==> src/rtl/bcs_fifo.sv <==
`default_nettype none
module bcs_fifo #(
	parameter int WIDTH = 8,
	parameter int DEPTH_LOG2 = 2
) (
	input  wire logic             clk,
	input  wire logic             arst_n,
	input  wire logic             wr,
	input  wire logic [WIDTH-1:0] wdata,
	input  wire logic             rd,
	output logic                  ne,
	output logic [WIDTH-1:0]      rdata,
	output logic [DEPTH_LOG2:0]   count
);
	localparam int DEPTH = 1 << DEPTH_LOG2;

	logic [WIDTH-1:0]      mem_q [DEPTH];
	logic [DEPTH_LOG2-1:0] wp_q, rp_q;
	logic [DEPTH_LOG2:0]   mcnt_q;
	logic                  ov_q;
	logic [WIDTH-1:0]      rdata_q;
	logic                  ld, from_mem, bypass, mem_wr;

	// output register takes the oldest beat, straight from the input when the memory is empty
	assign ld       = !ov_q || rd;
	assign from_mem = ld && (mcnt_q != '0);
	assign bypass   = ld && (mcnt_q == '0) && wr;
	assign mem_wr   = wr && !bypass;

	// pointer, count and output valid update
	always_ff @(posedge clk or negedge arst_n) begin
		if (!arst_n) begin
			wp_q   <= '0;
			rp_q   <= '0;
			mcnt_q <= '0;
			ov_q   <= 1'b0;
		end else begin
			if (mem_wr)   wp_q <= wp_q + 1'b1;
			if (from_mem) rp_q <= rp_q + 1'b1;
			mcnt_q <= mcnt_q + (DEPTH_LOG2+1)'(mem_wr) - (DEPTH_LOG2+1)'(from_mem);
			if (ld)       ov_q <= from_mem || bypass;
		end
	end

	// storage with registered read
	always_ff @(posedge clk) begin
		if (mem_wr) mem_q[wp_q] <= wdata;
		if (from_mem)    rdata_q <= mem_q[rp_q];
		else if (bypass) rdata_q <= wdata;
	end

	assign rdata = rdata_q;
	assign ne    = ov_q;
	assign count = mcnt_q + (DEPTH_LOG2+1)'(ov_q);
endmodule
`default_nettype wire

==> config.mk <==
export PLATFORM = sky130hd
export DESIGN_NAME = bcs_fifo
export DESIGN_NICKNAME = d
export VERILOG_FILES = /design/src/rtl/bcs_fifo.sv
export SDC_FILE = /design/constraint.sdc
export NUM_CORES = 1
export LEC_CHECK = 0
export ABC_AREA = 1
export BUFFER_PORTS_ARGS = -buffer_cell sky130_fd_sc_hd__buf_2
export CORE_MARGIN = 2
export CORE_UTILIZATION = 23
export CTS_CLUSTER_SIZE = 8
export DETAILED_ROUTE_END_ITERATION = 10
export PLACE_DENSITY_LB_ADDON = 0.3
export SETUP_SLACK_MARGIN = 0.15
export SLEW_MARGIN = 10
export SYNTH_ARGS = -nofsm -noshare
export SYNTH_HDL_FRONTEND = slang
export SYNTH_SLANG_ARGS = --single-unit
==> constraint.sdc <==
create_clock -name clk -period 3 [get_ports clk]
set_input_delay 0.45 -clock clk [delete_from_list [all_inputs] [get_ports clk]]
set_output_delay 0.45 -clock clk [all_outputs]
set_load 0.02 [all_outputs]
=== Word level (Yosys, flattened, before mapping) ===
Memory sizes are Yosys's and may differ from the RTL's.
Cells that the tools add are included.

* Memories: 1
* Bits in registers: 16
* ROM bits: 0
* Bits in writable memories: 32
* Output and inout port bits: 12
* Bits in latches: 0

{| class="wikitable"
|+ Memory list
! name !! depth !! width !! rd ports !! clocked after memory_dff !! write ports !! line !! RTL
|-
| mem_q || 4 || 8 || 1 || 0 || 1 || 17 || <nowiki>logic [WIDTH-1:0] mem_q [DEPTH];</nowiki>
|}

* Shift-type cells: 0
* Reductions and logical operators: 11
* Div/mod/pow operators: 0
* $lt $le $gt $ge: 0
* Eq/ne operators: 0
* $mul: 0
* Bitwise operators: 0
* Mux-type cells: 4
* Add/subtract/negate cells: 5

{| class="wikitable"
|+ Operators by type and width
! kind !! number
|-
| $mux W8 || 2
|-
| $add A3 B1 Y3 || 2
|-
| $add A2 B1 Y2 const B || 2
|-
| $logic_and A1 B1 Y1 || 4
|-
| $logic_not A3 Y1 || 1
|-
| $reduce_bool A3 Y1 || 1
|-
| $sub A3 B1 Y3 || 1
|-
| $logic_not A1 Y1 || 2
|-
| $logic_or A1 B1 Y1 || 2
|-
| $mux W1 || 2
|-
| $reduce_bool A2 Y1 || 1
|}

=== Logic depth before layout (Yosys ltp) ===
* Depth after elaboration: 8
* Depth in mapped cells: 10
* Mapped depth without buffers: 10

=== Worst setup path before layout ===
Ideal clock, no wire load.

* Path type: register -> register
* Start point: register ov_q (netlist: ne)
* End point: register mcnt_q[2]
* Buffers on the path: 0
* Arrival time: 1955 ps
* Setup slack: 917 ps
* Setup time: 129 ps
* Stages on the path, launching flop included: 10
* Required time: 2871 ps
* Clock period less this slack: 2083 ps
* Path through: dfrtp_1 nand2_1 nand3_1 nand2_2 ha_1 inv_1 ha_1 fa_1 xnor2_1 xor2_1

* Longest elaborated chain between the ends: 8

{| class="wikitable"
|+ Ends and longest elaborated chain
! element !! line !! RTL
|-
| start, declared || 20 || <nowiki>logic ov_q;</nowiki>
|-
| start signal, assigned || 41 || <nowiki>if (ld) ov_q <= from_mem || bypass;</nowiki>
|-
| $logic_not A1 Y1 * || 25 || <nowiki>assign ld = !ov_q || rd;</nowiki>
|-
| $logic_or A1 B1 Y1 * || 25 ||
|-
| $logic_and A1 B1 Y1 (2 in series) || 27 || <nowiki>assign bypass = ld && (mcnt_q == '0) && wr;</nowiki>
|-
| $logic_not A1 Y1 || 28 || <nowiki>assign mem_wr = wr && !bypass;</nowiki>
|-
| $logic_and A1 B1 Y1 || 28 ||
|-
| $add A3 B1 Y3 || 40 || <nowiki>mcnt_q <= mcnt_q + (DEPTH_LOG2+1)'(mem_wr) - (DEPTH_LOG2+1)'(from_mem);</nowiki>
|-
| $sub A3 B1 Y3 * || 40 ||
|-
| end signal, assigned || 40 ||
|-
| end, declared || 19 || <nowiki>logic [DEPTH_LOG2:0] mcnt_q;</nowiki>
|}

Mark *: on every way between the ends. The rest lies on a longest branch, timed or not.
A chain may end at the register's enable or synchronous reset.

=== Worst setup path in the final report ===
* Start point: register mcnt_q[1]
* End point: register mcnt_q[2]

{| class="wikitable"
|+ RTL lines
! element !! line !! RTL
|-
| $reduce_bool A3 Y1 || 26 || <nowiki>assign from_mem = ld && (mcnt_q != '0);</nowiki>
|-
| $logic_and A1 B1 Y1 || 26 ||
|-
| net from_mem || 22 || <nowiki>logic ld, from_mem, bypass, mem_wr;</nowiki>
|-
| $sub A3 B1 Y3 || 40 ||
|}

The timed path passes the listed nets, and every way through them passes these cells.

==> summary.md <==
| Metric | Value |
|---|---|
| Root buf cell | clkbuf_8 |
| Critical path depth | 10 |
| Max-Cap Viols | 0 |
| Largest net degree at the start of global routing | 19 |
| Antenna-violating nets left | 0 |
| Outcome | finished clean |
| Total GRT Usage | 0.09382 |
| Vias in the first global route | 1336 |
| Top Ports | 24 |
| Flop2flop setup slack | 680 ps |
| Post-synth top area cell | edfxtp_1 |
| Critical path type | reg2reg |
| Final Max Slew Viols | 0 |
| Avg Inst Size Synth | between 10 and 15 um2 |
| Std cell rows | 35 |
| Leak | 1.196 nW |
| Die width | between 100 and 150 um |
| Top FF cell, synth | edfxtp_1 |
| Max_slew headroom | 0.5248 |
| P_sw | roughly 920 uW |
| Max incr delay on CP | between 400 and 500 ps |
| First-pass GRT wire length | 7.058 mm |
| CTS Sinks | 48 |
| Final std cells w/o fill | 375 |
| HP Class | in2reg |
| RSZ-0062 raised after global routing | false |
| Routed wire length | approximately 4.4 mm |
| Die height | 101.9 um |
| Syn_nets | between 200 and 250 |
| Avg WL per Cell | 11.70 um |
| DP Area | roughly 0.0025 mm2 |
| Placer congestion estimate | 0.7111 |
| Arrival @ worst endpoint | 2510 ps |
| Number of cells on the worst reg-to-reg path | 10 |
| Final Hold Fails | 0 |
| CP max FO | 14 |
| Comb pwr share | 0.374 |
| Layout cells sized above 1 | 0.1545 |
| Worst Path Buf+Inv | 2 |
| Synthesized flop and latch total | 48 |
| Internal Pwr Total | between 1 and 1.5 mW |
| Mux cell area share after synthesis | 0 |
| Async SR Flop Fraction | 0.1667 |
| Clk buf depth | 2 |
| Critical path's top delay family | adder cells |
| Worst setup path endpoint | mcnt_q[2]$_DFF_PN0_ |
| Maximum VDD drop | between 0.2 and 0.25 mV |
| Drt initial violations | 64 |
| Worst Tran Pin Value | 712.7 ps |
| DR vias | 1371 |
| Area of the multi-input gates | roughly 570 um2 |
| Finished Cell Area | 0.002556 mm2 |
| Resize count post-CTS | 0 |
| Startpoint Class | flop |
| Sequential area share after synthesis | 0.6364 |
| Synth top area cells | edfxtp_1 55%, nand2_1 12%, dfrtp_1 9.1% |
| Post-DP HPWL | 2.979 mm |
| Clock Skews | 5.116 ps |
| Post-synthesis compound-gate area fraction | 0.004545 |
| Switching share of power | 0.3954 |
| Fillers | between 1k and 1.5k |
| Post-synth top cells | 71 x nand2_1, 44 x inv_1, 40 x edfxtp_1, 20 x nand3_1 |
| Clock transition at path regs | about 90 ps |
| FF+latch area | ~0.0014 mm2 |
| Yosys cell types | 16 |
| H-tree levels | 2 |
| Via-to-Cell Ratio | approximately 3.7 |
| Sequential share of power | 0.465 |
| EDFF count, synth | 40 |
| Cells after DPL | roughly 370 |
| TritonCTS buffer count | 5 |
| IO buf count | 23 |
| Largest family of logic cells by synthesized area | simple AND/OR/NAND/NOR gates |
| CP startpoint | mcnt_q[1]$_DFF_PN0_ |
| Share of the synthesized area in the top cell type | 0.5455 |
| Most common cell in the synthesized netlist | nand2_1 |
| Area growth from synthesis to layout | 16.08% |
| PwrDens | around 910 mW/mm2 |
| Required time worst endpoint | 3190 ps |
| Adder-Cell Fraction of Synth Area | 0.05455 |
| Antenna diode instance count | 0 |
| Die ar. | 0.01037 mm2 |
| Mapped Area | between 0.002 and 0.0025 mm2 |
| Pre-Repair DR Iteration Count | 4 |
| Worst setup EP type | flop |
| Worst hold slack | 383.9 ps |
| Cell repeated most along the worst path | ha_1 |
| CP Cell Sequence | nor2_1 -> nand2_1 -> nand2_2 -> inv_2 -> ha_1 -> inv_1 -> ha_1 -> fa_1 -> xnor2_1 -> xor2_1 |
| Xor/xnor cell area share of the yosys netlist | 0.01989 |
| Starting density of the core | 0.2372 |
| Residual DRC count | 0 |
| Worst-Skew Late Latency | approximately 300 ps |
| Synthesized instance count | 214 |
| Clock tree from TritonCTS | built |
| Setup violations, final | 0 |
| Final min period | 2320 ps |
| Post CTS Setup Buffer Count | 0 |
| Slowest CP cell | dfrtp_1 |
| Global route overflow | 0 |
| RR Startpoint | mcnt_q[1]$_DFF_PN0_ |
| Post-synthesis simple-gate area fraction | 0.1807 |
| Layout Utilization | 0.2753 |
| Core box area | 0.009284 mm2 |
| Yosys warns | 0 |
| Setup_tns | 0 ps |
| F_max | 431.0 MHz |
| Final Cycle Share | 0.7734 |
| Initial antenna violation count | 0 |
| Reg-to-Reg End | mcnt_q[2]$_DFF_PN0_ |
| Nets | around 270 |
| Clk pwr share | 0.162 |
==> power by group through the flow <==
stage | Combinational (mW) | Sequential (mW) | Clock, mW
global placement | 0.889 | 1.10 | 0
global route | 1.00 | 1.11 | 0.414
detailed placement | 0.888 | 1.10 | 0
floorplan | 0.648 | 1.09 | 0
finish | 0.870 | 1.08 | 0.376
CTS | 0.890 | 1.09 | 0.387
==> routing by layer <==
metal	vias up	track usage	part of all wire
met1	623	0.1248	0.49
met5	-	0	0
met3	7	0.02668	0.040
li1	721	-	-
met4	0	0.04000	0.017
met2	20	0.1437	0.45
==> cell usage in the layout (no fill, tap or decap) <==
master,n
inv_1,44
o21ai_1,2
xor2_1,3
nand2_1,71
dfrtp_1,8
inv_2,2
edfxtp_1,40
clkinv_1,1
clkbuf_1,2
buf_4,5
dlygate4sd3_1,1
buf_2,23
nand3_1,20
ha_1,8
nor2_1,5
inv_4,1
fa_1,1
clkbuf_8,5
xnor2_1,2
nand2_2,2
==> sequential cells by signal (all words and copies together), names as in the netlist <==
register  cells
ne            1
mem_q        32
wp_q          2
rdata         8
rp_q          2
mcnt_q        3
==> worst min-delay path by stage <==
stage / startpoint / endpoint / cells after the start
final: wdata[5] / mem_q[3][5]$_DFFE_PP_ / 1
after floorplan: arst_n / mcnt_q[0]$_DFF_PN0_ / 0
after CTS: wdata[5] / mem_q[3][5]$_DFFE_PP_ / 1
after global placement: arst_n / mcnt_q[2]$_DFF_PN0_ / 1
after global routing: wdata[5] / mem_q[2][5]$_DFFE_PP_ / 1
after detailed placement: arst_n / mcnt_q[2]$_DFF_PN0_ / 1
==> cell type report <==
class                   instances  share of cell area
well taps                     129             0.06314
flip-flops and latches         48              0.5482
clock inverters                 1            0.001468
repair buffers                 29             0.06363
inverters                      47             0.07000
multi-input cells             114              0.2237
clock buffers                   7             0.02986
==> metrics by stage <==
step | setup slack, ps | power, mW
3_3_place_gp | 647.5 | 1.987
6_report | 679.9 | 2.327
5_1_grt | 510.4 | 2.522
2_1_floorplan | 916.5 | 1.739
3_5_place_dp | 608.3 | 1.988
4_1_cts | 652.7 | 2.364
==> repair_timing <==
action                                 in CTS  in global routing
endpoints found under the hold margin       8                  0
hold buffers                                1                  0
setup endpoints to repair                   0                  0
==> logic make-up after synthesis <==
logic type      count (synthesis)
fa+ha+maj                       9
buf+inv                        52
flops                          48
compound gates                  2
xor+xnor                        5
simple gates                   98
(Power assumes the default switching activity.)
